<file path="src/sv/tcce_pkg.sv">
`default_nettype none
// ----------------------------------------------------------------------------
// tcce_pkg
// Shared types, widths and codes of the text console cursor engine.
// ----------------------------------------------------------------------------
package tcce_pkg;

    // Field widths
    localparam int CHAR_W  = 8;
    localparam int OP_W    = 2;
    localparam int POS_W   = 12;
    localparam int DIM_W   = 13;
    localparam int CFG_IDX_W = 1;

    // Working width of the cursor math: holds a position plus a few cell steps
    localparam int CALC_W  = POS_W + 2;

    // Largest usable screen dimension
    localparam logic [DIM_W-1:0] DIM_CAP = DIM_W'(4096);

    // Tab stops
    localparam int TAB_STEP = 32;

    // Default cell geometry
    localparam int CELL_WIDTH_DEF  = 8;
    localparam int CELL_HEIGHT_DEF = 16;

    // Register reset values
    localparam logic [DIM_W-1:0] SCREEN_WIDTH_RST  = DIM_W'(640);
    localparam logic [DIM_W-1:0] SCREEN_HEIGHT_RST = DIM_W'(480);

    // Register indexes
    localparam logic [CFG_IDX_W-1:0] CFG_SCREEN_WIDTH  = 1'd0;
    localparam logic [CFG_IDX_W-1:0] CFG_SCREEN_HEIGHT = 1'd1;

    // Control characters
    localparam logic [CHAR_W-1:0] CH_BACKSPACE = 8'd8;
    localparam logic [CHAR_W-1:0] CH_TAB       = 8'd9;
    localparam logic [CHAR_W-1:0] CH_NEWLINE   = 8'd10;
    localparam logic [CHAR_W-1:0] CH_RETURN    = 8'd13;

    // Draw operations
    localparam logic [OP_W-1:0] OP_NONE  = 2'd0;
    localparam logic [OP_W-1:0] OP_GLYPH = 2'd1;
    localparam logic [OP_W-1:0] OP_CLEAR = 2'd2;

    // Effective screen size, capped
    typedef struct packed {
        logic [DIM_W-1:0] width;
        logic [DIM_W-1:0] height;
    } t_dims;

    // Cursor position
    typedef struct packed {
        logic [POS_W-1:0] col;
        logic [POS_W-1:0] row;
    } t_cursor;

    // One draw command
    typedef struct packed {
        logic [OP_W-1:0]   draw_op;
        logic [POS_W-1:0]  cell_x;
        logic [POS_W-1:0]  cell_y;
        logic [CHAR_W-1:0] glyph_code;
        logic              scroll_up;
    } t_draw;

endpackage
`default_nettype wire

</file>
<file path="src/sv/tcce_step.sv">
`default_nettype none
// ----------------------------------------------------------------------------
// tcce_step
// Cursor update for one character: control handling, line wrap and scroll.
// ----------------------------------------------------------------------------
module tcce_step
    import tcce_pkg::*;
#(
    parameter int CELL_WIDTH  = CELL_WIDTH_DEF,
    parameter int CELL_HEIGHT = CELL_HEIGHT_DEF
) (
    input  wire logic [CHAR_W-1:0] i_char_code,
    input  wire t_cursor           i_cursor,
    input  wire t_dims             i_dims,
    output t_cursor                o_cursor,
    output t_draw                  o_draw
);

    localparam logic [CALC_W-1:0] CW       = CALC_W'(CELL_WIDTH);
    localparam logic [CALC_W-1:0] CH       = CALC_W'(CELL_HEIGHT);
    localparam logic [CALC_W-1:0] TAB_ADD  = CALC_W'(TAB_STEP);
    localparam logic [CALC_W-1:0] TAB_MASK = ~CALC_W'(TAB_STEP - 1);

    logic [CALC_W-1:0] col0;
    logic [CALC_W-1:0] row0;
    logic [CALC_W-1:0] col_a;
    logic [CALC_W-1:0] row_a;
    logic [CALC_W-1:0] col_b;
    logic [CALC_W-1:0] row_b;
    logic [CALC_W-1:0] row_c;
    logic              scroll;
    t_draw             draw;

    assign col0 = CALC_W'(i_cursor.col);
    assign row0 = CALC_W'(i_cursor.row);

    // Handle the character itself
    always_comb begin
        col_a = col0;
        row_a = row0;
        draw  = '0;
        unique case (i_char_code)
            CH_NEWLINE: begin
                col_a = '0;
                row_a = row0 + CH;
            end
            CH_RETURN: begin
                col_a = '0;
            end
            CH_TAB: begin
                col_a = (col0 + TAB_ADD) & TAB_MASK;
            end
            CH_BACKSPACE: begin
                if (col0 >= CW) begin
                    col_a        = col0 - CW;
                    draw.draw_op = OP_CLEAR;
                    draw.cell_x  = POS_W'(col0 - CW);
                    draw.cell_y  = i_cursor.row;
                end
            end
            default: begin
                draw.draw_op    = OP_GLYPH;
                draw.cell_x     = i_cursor.col;
                draw.cell_y     = i_cursor.row;
                draw.glyph_code = i_char_code;
                col_a           = col0 + CW;
            end
        endcase
    end

    // Wrap when the next cell would pass the width
    always_comb begin
        if (col_a + CW > CALC_W'(i_dims.width)) begin
            col_b = '0;
            row_b = row_a + CH;
        end else begin
            col_b = col_a;
            row_b = row_a;
        end
    end

    // Scroll when the line would pass the height; saturate at the top
    assign scroll = (row_b + CH > CALC_W'(i_dims.height));

    always_comb begin
        if (!scroll) begin
            row_c = row_b;
        end else if (row_b >= CH) begin
            row_c = row_b - CH;
        end else begin
            row_c = '0;
        end
    end

    assign o_cursor.col = col_b[POS_W-1:0];
    assign o_cursor.row = row_c[POS_W-1:0];

    always_comb begin
        o_draw           = draw;
        o_draw.scroll_up = scroll;
    end

endmodule
`default_nettype wire

</file>
<file path="config.mk">
export PLATFORM = sky130hd
export DESIGN_NAME = tcce_step
export DESIGN_NICKNAME = d
export VERILOG_FILES = /design/src/sv/tcce_pkg.sv /design/src/sv/tcce_step.sv
export SDC_FILE = /design/constraint.sdc
export NUM_CORES = 1
export LEC_CHECK = 0
export ABC_AREA = 1
export BUFFER_PORTS_ARGS = -buffer_cell sky130_fd_sc_hd__buf_2
export CAP_MARGIN = 20
export CORE_ASPECT_RATIO = 1.75
export CORE_MARGIN = 2
export CORE_UTILIZATION = 40
export DETAILED_ROUTE_END_ITERATION = 6
export GPL_TIMING_DRIVEN = 1
export PLACE_DENSITY = 0.67
export SKIP_LAST_GASP = 1
export SYNTH_ARGS = -nofsm -noshare
export SYNTH_HDL_FRONTEND = slang
export SYNTH_SLANG_ARGS = --single-unit
</file>
<file path="constraint.sdc">
create_clock -name vclk -period 17.9
set_clock_uncertainty 0.15 [all_clocks]
set_input_delay 3.58 -clock vclk [all_inputs]
set_output_delay 3.58 -clock vclk [all_outputs]
set_load 0.01 [all_outputs]
</file>
==> impl_summary.txt, run 1 <==
----------------------------------------------------
[Synth]
  Cell area after technology mapping ... 3220 µm²
  Gate count of the mapped netlist ... 567
  Adder-Cell Fraction of Synth Area ... 14.7%
  Avg Synthesized Cell Area ... 5.69 µm²
  Synth Net Count ... 663
  Dominant combinational cell family by area after synthesis ... simple AND/OR/NAND/NOR gates
  Share of the synthesized netlist area taken by xor and xnor gates ... 6.01%
  Proportion of synthesized chip area in sequential cells ... 0%
  Count of unique library cells instantiated by Yosys ... 53
  Number of warnings issued by yosys ... 0
  Compound-cell area share of the yosys netlist ... 14.4%
  Mux contribution to synthesized area ... 0%
  Synthesized-area fraction occupied by and/or/nand/nor cells ... between 40% and 50%

[Hold path]
  Hold Path End ... o_draw[5]
  Worst Hold Path Cells ... 2
  Critical hold path startpoint ... i_char_code[4]
  HP Class ... in2out

[Setup path]
  Critical Path Start ... i_cursor[15]
  Largest fanout on the critical path ... 11
  Cell repeated most along the worst path ... sky130_fd_sc_hd__ha_1
  Data arrival time at the worst-slack endpoint ... a little over 10 ns
  Required time of the worst setup path ... 14.17 ns
  Cell with the largest stage delay on the worst path ... sky130_fd_sc_hd__a21boi_0
  Kind of capture point of the worst setup path ... output pin
  Critical Path Start Type ... input port
  Worst setup path category ... in2out
  Delay contributed by the slowest stage of the critical path ... 0.46 ns

[Pwr]
  Leakage Power ... 2.23 nW
  Power density relative to cell area ... 28.1 nW/µm²
  VDD IR max ... 0.0000139 V

[Clock network]
  Setup repair bufs after CTS ... 0
  Count of cells resized by post-cts repair ... 0
  CTS hold repair buffers ... 0

[Die]
  Die width ... 71.9 µm
  Die outline area ... 8820 µm²
  Boundary pin count ... 117
  Standard cell core area ... 7860 µm²
  Initial cell density of the core ... 41.0%
  Total number of placement rows ... 43
  Die height ... 123 µm

[Cells and area]
  Count of clock buffers in the final design ... 0
  Most used cells in the layout excluding fill and tap cells ... 118 x sky130_fd_sc_hd__nand2_1, 118 x sky130_fd_sc_hd__buf_2, 95 x sky130_fd_sc_hd__inv_1
  Layout overhead on the synthesized area ... 19.1%
  Antenna Cells ... 0
  Layout Utilization ... 48.9%
  Sequential cell count of the final layout ... 0
  Net count, final ... 769
  Fraction of final layout cells sized beyond drive strength 1 ... 30.8%
  Footprint of the flip-flops and latches ... 0 µm²

[STA]
  Final Setup Violations ... 0
  Number of hold-slack violations in the final timing report ... 0
  Final hold slack ... 7.22 ns
  Setup_tns ... 0 ns
  Slew margin rel. ... roughly 28%
  Share of the cycle needed by the critical path after routing ... 78.6%
  Worst-Margin Slew ... around 1.1 ns
  Setup repair after global routing missed its margin ... false
  Max-slew violation total from the final report ... 0
  Max Fclk ... 71.1 MHz
  Period minus WS final ... 14.07 ns

[Detailed routing]
  Length of the first detailed-routing pass in iterations ... 4
  Starting DRC count in detailed routing ... ~110
  Number of nets with antenna violations after detailed routing ... 0
  Average wire length per cell after detail routing ... 12.5 µm
  Number of vias in the routed layout ... roughly 3.8k
  Aggregate routed wire length ... 9480 µm
  Ratio of routed vias to standard cells ... 5.05
  Residual DRC count ... 0

[Global route]
  Largest net degree at the start of global routing ... 19
  All-layer global routing usage ... 21.7%
  Global-route wire length before repair ... 16,000 µm
  Antenna violations before repair ... 0
  Total congestion overflow after global routing ... 0
  Via count of the first global-routing pass ... 3,732

[Placement]
  Placed wire-length estimate ... around 8400 µm
  Routability cong. ... 0.905
  Total of buffers placed on input and output ports ... approximately 120

[Outcome]
  Result of the run ... completed

[Job]
  Number of max-capacitance violations reported ... 0

----------------------------------------------------
power by group:
group	internal [mW]	switching, mW	total [mW]
registers	0	0	0
clock network	0	0	0
logic	0.0410	0.0669	0.108
cell usage after synthesis (11+ instances only):
| cell type | n | area (µm²) |
|---|---|---|
| sky130_fd_sc_hd__nand4_1 | 12 | 75.1 |
| sky130_fd_sc_hd__inv_2 | 16 | 60.1 |
| sky130_fd_sc_hd__nor2_2 | 12 | 75.1 |
| sky130_fd_sc_hd__nor2_4 | 11 | 124 |
| sky130_fd_sc_hd__a21oi_1 | 15 | 75.1 |
| sky130_fd_sc_hd__ha_1 | 38 | 475 |
| sky130_fd_sc_hd__inv_1 | 95 | 357 |
| sky130_fd_sc_hd__nor2_1 | 72 | 270 |
| sky130_fd_sc_hd__o21ai_0 | 26 | 130 |
| sky130_fd_sc_hd__nand2_1 | 118 | 443 |
| sky130_fd_sc_hd__xor2_1 | 18 | 158 |
| sky130_fd_sc_hd__nand3_1 | 33 | 165 |
| sky130_fd_sc_hd__nand2_2 | 19 | 119 |
critical path, delay by kind of cell:
kind                       cells  cell delay (ns)
xor gates and xnor gates       2             0.32
and+or+nand+nor               16             2.48
adders and majority gates      6             1.50
buffers and inverters          9             1.13
AOI/OAI and AO/OA              6             1.31
layer usage:
layer	up-vias	track usage, %	part of all wire [%]
li1	2007	-	-
met1	1696	22.1	35
met2	119	45.6	58
met3	23	0.739	3.9
met4	0	6.01	3.2
met5	-	0	0
how the worst max path moves through the flow:
stage | end | slack [ns] | cells after the start
3_3_place_gp | o_cursor[10] | 3.51 | 38
4_1_cts | o_cursor[2] | 3.80 | 39
3_5_place_dp | o_cursor[2] | 3.83 | 39
2_1_floorplan | o_cursor[9] | 5.19 | 40
5_1_grt | o_cursor[10] | 2.94 | 40
6_report | o_cursor[2] | 3.83 | 39
through the flow:
step / area, µm² / cells / power [mW] / setup slack [ns]
3_5_place_dp: 3840 / 761 / 0.108 / 3.83
3_3_place_gp: 3830 / 760 / 0.107 / 3.51
2_1_floorplan: 3220 / 567 / 0.0762 / 5.19
5_1_grt: 3840 / 761 / 0.123 / 2.94
6_report: 3840 / 761 / 0.108 / 3.83
4_1_cts: 3840 / 761 / 0.109 / 3.80
cells by family after synthesis:
| group | Yosys count |
|---|---|
| AOI/OAI and AO/OA | 72 |
| buffers and inverters | 128 |
| xor gates and xnor gates | 20 |
| adders and majority gates | 38 |
| and+or+nand+nor | 309 |
area by class of cell:
cell class / count / area [µm²]
Multi-Input combinational cell: 439 / 2710
Tap cell: 90 / 113
Timing Repair Buffer: 118 / 591
Fill cell: 848 / 4020
Inverter: 114 / 430
No activity file was read; power rests on OpenSTA's default activity.
==> inputs of run 2 (changes only) <==
- clock period: 17.9 -> 13.3 ns (I/O delays scaled with it)
==> impl_summary.txt, run 2 (synthesis results as in run 1) <==
----------------------------------------------------
[Pwr]
  Fraction of power consumed by sequential logic ... 0% (unchanged)
  VDD IR max ... 0.0000159 V (+15%)
  Final Total Pwr ... 146 µW (+35%)
  Switching share of power ... 61.8% (-0.20 points)
  Leakage Power ... 2.24 nW (+0.20%)
  Power density relative to cell area ... 37.8 nW/µm² (+34%)
  Relative contribution of the clock network to total power ... 0% (unchanged)
  Logic pwr share ... 100.0% (about the same)
  Net switching component of the power ... 89.9 µW (+34%)
  P_int ... 55.6 µW (+36%)

[Hold path]
  Critical hold path startpoint ... i_char_code[4]
  HP Class ... in2out

[Global route]
  All-layer global routing usage ... 21.6% (-0.057 points)
  Largest net degree at the start of global routing ... 19 (unchanged)
  Global-route wire length before repair ... 15,800 µm (-0.95%)
  Via count of the first global-routing pass ... 3,785 (+1.4%)
  Antenna violations before repair ... 0 (unchanged)
  Total congestion overflow after global routing ... 0 (unchanged)

[Clock network]
  Count of cells resized by post-cts repair ... 0 (unchanged)
  Setup repair bufs after CTS ... 0 (unchanged)
  CTS hold repair buffers ... 0 (unchanged)

[Outcome]
  Result of the run ... completed

[STA]
  Final Setup Violations ... 0 (unchanged)
  Share of the cycle needed by the critical path after routing ... 89.7%
  Slew margin rel. ... 36.4% (+8.5 points)
  Worst setup slack after layout ... 1.38 ns (-2.45 ns)
  Max Fclk ... roughly 84 MHz
  Number of hold-slack violations in the final timing report ... 0 (unchanged)
  Worst-Margin Slew ... 0.950 ns (-0.126 ns)
  Max-slew violation total from the final report ... 0 (unchanged)
  Setup_tns ... 0 ns (unchanged)
  Setup repair after global routing missed its margin ... false
  Period minus WS final ... 11.92 ns

[Die]
  Die outline area ... 8820 µm² (unchanged)
  Total number of placement rows ... 43 (unchanged)
  Standard cell core area ... 7860 µm² (unchanged)
  Die height ... 123 µm (unchanged)
  Boundary pin count ... 117 (unchanged)
  Die width ... 71.9 µm (unchanged)
  Initial cell density of the core ... 41.0% (unchanged)

[Cells and area]
  Count of clock buffers in the final design ... 0 (unchanged)
  Net count, final ... 770 (+0.13%)
  Layout overhead on the synthesized area ... 19.4%
  Filler Cells Inserted ... 890 (+5.0%)
  Most common library cell in the layout ignoring fill and taps ... sky130_fd_sc_hd__nand2_1
  Fraction of final layout cells sized beyond drive strength 1 ... 31.0% (+0.10 points)
  Sequential cell count of the final layout ... 0 (unchanged)
  Antenna Cells ... 0 (unchanged)
  Footprint of the flip-flops and latches ... 0 µm² (unchanged)
  Most used cells in the layout excluding fill and tap cells ... 118 x sky130_fd_sc_hd__nand2_1, 117 x sky130_fd_sc_hd__buf_2, 95 x sky130_fd_sc_hd__inv_1

[Setup path]
  Delay contributed by the slowest stage of the critical path ... 0.34 ns (-0.12 ns)
  Family with the most delay on the worst path ... simple AND/OR/NAND/NOR gates
  Required time of the worst setup path ... 10.49 ns (-3.68 ns)
  Largest fanout on the critical path ... 12 (+1)
  Critical path buffer and inverter count ... 9 (unchanged)
  Data arrival time at the worst-slack endpoint ... 9.11 ns (-1.23 ns)
  Cell repeated most along the worst path ... sky130_fd_sc_hd__ha_1
  Destination of the critical timing path ... o_cursor[1]
  Stages on worst setup path ... 39 (unchanged)
  Kind of capture point of the worst setup path ... output pin
  Cell with the largest stage delay on the worst path ... sky130_fd_sc_hd__nand4_2
  Critical Path Start Type ... input port
  Critical Path Start ... i_cursor[17]
  Worst setup path category ... in2out

[Detailed routing]
  Ratio of routed vias to standard cells ... 5.14 (+1.8%)
  Number of nets with antenna violations after detailed routing ... 0 (unchanged)
  Length of the first detailed-routing pass in iterations ... 4 (unchanged)
  Starting DRC count in detailed routing ... 110 (+4.8%)
  Aggregate routed wire length ... 9590 µm (+1.2%)
  Residual DRC count ... 0 (unchanged)
  Number of vias in the routed layout ... 3,919 (+1.9%)
  Average wire length per cell after detail routing ... 12.6 µm (+1.1%)

[Placement]
  Worst setup timing slack at the placement stage ... 1.38 ns (-2.45 ns)
  Total of buffers placed on input and output ports ... 117 (unchanged)
  Placed wire-length estimate ... 8510 µm (+1.9%)
  Routability cong. ... 0.949 (+4.9%)

[Job]
  Number of max-capacitance violations reported ... 0 (unchanged)

----------------------------------------------------
run 2: cell count changes in the layout (fill, tap and decap cells not counted), sizes merged:
cell  change
buf       +1
run 2: layout make-up:
cell class	instances	area, µm²	share of cell area [%]
Inverter	114	430	11.2
Timing Repair Buffer	119	601	15.6
Tap cell	90	113	2.93
Multi-Input combinational cell	439	2710	70.3
run 2: per-layer routing:
layer / GRT usage (%) / vias up / part of all wire, %
met2: 44.6 / 113 / 56
met4: 10.7 / 0 / 5.8
met5: 0 / - / 0
met3: 0.739 / 31 / 3.4
met1: 20.8 / 1759 / 35
li1: - / 2016 / -
run 2: how the worst min path moves through the flow:
stage / to / slack (ns) / cells past startpoint
2_1_floorplan: o_draw[14] / 5.26 / 2
3_3_place_gp: o_draw[5] / 5.38 / 2
3_5_place_dp: o_draw[5] / 5.39 / 2
4_1_cts: o_draw[5] / 5.39 / 2
5_1_grt: o_draw[5] / 5.39 / 2
6_report: o_draw[5] / 5.38 / 2
run 2: power groups by stage:
stage               combinational (mW)  clock, mW  sequential [mW]
finish                           0.146          0                0
global route                     0.166          0                0
CTS                              0.147          0                0
detailed placement               0.146          0                0
global placement                 0.145          0                0
floorplan                        0.103          0                0
run 2: metrics by stage:
step	hold slack, ns	instances	util, %	cell area, µm²
6_report	5.38	762	49.0	3850
5_1_grt	5.39	762	49.0	3850
4_1_cts	5.39	762	49.0	3850
3_5_place_dp	5.39	762	49.0	3850
3_3_place_gp	5.38	762	49.0	3850
2_1_floorplan	5.26	567	-	3220
==> inputs of run 3 (changes only) <==
- CORE_MARGIN: 2 -> not set
==> impl_summary.txt, run 3 (synthesis results as in run 1) <==
----------------------------------------------------
[Setup path]
  Kind of capture point of the worst setup path ... output pin
  Cell with the largest stage delay on the worst path ... sky130_fd_sc_hd__nand4_2
  Worst setup path category ... in2out
  Required time of the worst setup path ... 10.49 ns (about the same)
  Cell repeated most along the worst path ... sky130_fd_sc_hd__ha_1
  Largest fanout on the critical path ... 12 (unchanged)
  Critical path buffer and inverter count ... 10 (+1)
  Family with the most delay on the worst path ... simple AND/OR/NAND/NOR gates
  Data arrival time at the worst-slack endpoint ... 9.01 ns (-0.10 ns)
  Delay contributed by the slowest stage of the critical path ... 0.33 ns (about the same)
  Critical Path Start Type ... input port

[STA]
  Max-slew violation total from the final report ... 0 (unchanged)
  Final hold slack ... 5.38 ns (-0.000200 ns)
  Period minus WS final ... 11.82 ns (-0.104 ns)
  Setup repair after global routing missed its margin ... false
  Final Setup Violations ... 0 (unchanged)
  Slew margin rel. ... 41.3% (+4.9 points)
  Number of hold-slack violations in the final timing report ... 0 (unchanged)
  Setup_tns ... 0 ns (unchanged)
  Worst-Margin Slew ... 0.877 ns (-0.0733 ns)
  Max Fclk ... 84.6 MHz (+0.88%)
  Share of the cycle needed by the critical path after routing ... 88.9% (-0.78 points)

[Global route]
  All-layer global routing usage ... 22.4% (+0.81 points)
  Total congestion overflow after global routing ... 0 (unchanged)
  Via count of the first global-routing pass ... 3,698 (-2.3%)
  Largest net degree at the start of global routing ... 19 (unchanged)
  Antenna violations before repair ... 0 (unchanged)
  Global-route wire length before repair ... 15,700 µm (-0.66%)

[Cells and area]
  Sequential cell count of the final layout ... 0 (unchanged)
  Most common library cell in the layout ignoring fill and taps ... sky130_fd_sc_hd__nand2_1
  Net count, final ... 770 (unchanged)
  Antenna Cells ... 0 (unchanged)
  Fraction of final layout cells sized beyond drive strength 1 ... 31.0% (unchanged)
  Filler Cells Inserted ... 829 (-6.9%)
  Most used cells in the layout excluding fill and tap cells ... 118 x sky130_fd_sc_hd__nand2_1, 117 x sky130_fd_sc_hd__buf_2, 95 x sky130_fd_sc_hd__inv_1
  Layout overhead on the synthesized area ... 19.4% (unchanged)
  Final Instance Count excl. Fillers ... 762 (unchanged)
  Total non-filler cell area in the finished layout ... 3850 µm² (unchanged)
  Count of clock buffers in the final design ... 0 (unchanged)
  Footprint of the flip-flops and latches ... 0 µm² (unchanged)

[Pwr]
  Final Total Pwr ... 147 µW (+1.2%)
  Power density relative to cell area ... 38.3 nW/µm² (+1.2%)
  VDD IR max ... 0.0000157 V (-1.1%)
  Leakage Power ... 2.24 nW (unchanged)

[Detailed routing]
  Length of the first detailed-routing pass in iterations ... 4 (unchanged)
  Starting DRC count in detailed routing ... 90 (-18%)
  Ratio of routed vias to standard cells ... 5.08 (-1.2%)
  Aggregate routed wire length ... 9670 µm (+0.84%)
  Number of vias in the routed layout ... 3,873 (-1.2%)
  Number of nets with antenna violations after detailed routing ... 0 (unchanged)
  Average wire length per cell after detail routing ... 12.7 µm (+0.84%)
  Residual DRC count ... 0 (unchanged)

[Placement]
  Placed cell count ... 762 (unchanged)
  Total of buffers placed on input and output ports ... 117 (unchanged)
  Routability cong. ... 0.933 (-1.7%)
  Placed wire-length estimate ... 8570 µm (+0.66%)
  Placed standard-cell area ... 3850 µm² (unchanged)

[Die]
  Boundary pin count ... 117 (unchanged)
  Die width ... 69.9 µm (-2.8%)
  Total number of placement rows ... 43 (unchanged)
  Standard cell core area ... 7860 µm² (unchanged)
  Die outline area ... 8440 µm² (-4.4%)
  Die height ... 121 µm (-1.6%)
  Initial cell density of the core ... 41.0% (unchanged)

[Clock network]
  Setup repair bufs after CTS ... 0 (unchanged)
  CTS hold repair buffers ... 0 (unchanged)
  Count of cells resized by post-cts repair ... 0 (unchanged)

[Outcome]
  Result of the run ... completed

[Hold path]
  HP Class ... in2out

[Job]
  Number of max-capacitance violations reported ... 0 (unchanged)

----------------------------------------------------
-- run 3: metrics by stage --
stage	utilization, %	setup WS (ns)
finish	49.0	1.48
global route	49.0	0.845
CTS	49.0	1.47
detailed placement	49.0	1.48
global placement	49.0	1.69
floorplan	-	2.43
-- run 3: layer usage --
metal  part of all wire (%)  GRT usage (%)  up-vias
met5                      0              0        -
met4                    4.8           9.38        0
met3                    2.8          0.417       34
met2                     57           48.0      117
met1                     35           21.3     1704
li1                       -              -     2018
-- run 3: final cells by class --
| class | instances | area [µm²] | share of cell area (%) |
|---|---|---|---|
| inverter | 114 | 430 | 11.2 |
| multi-input combinational | 439 | 2710 | 70.3 |
| tap | 90 | 113 | 2.93 |
| timing repair buffer | 119 | 601 | 15.6 |
-- run 3: worst paths after layout --
kind / startpoint / endpoint / slack (ns) / depth (start not counted)
worst max-delay path: i_cursor[15] / o_cursor[10] / 1.48 / 38
worst min-delay path: i_char_code[5] / o_draw[6] / 5.38 / 2
-- run 3: power by group --
part,switching [mW],internal (mW),leakage (nW)
combinational,0.0916,0.0557,2.24
sequential,0,0,0
clock,0,0,0
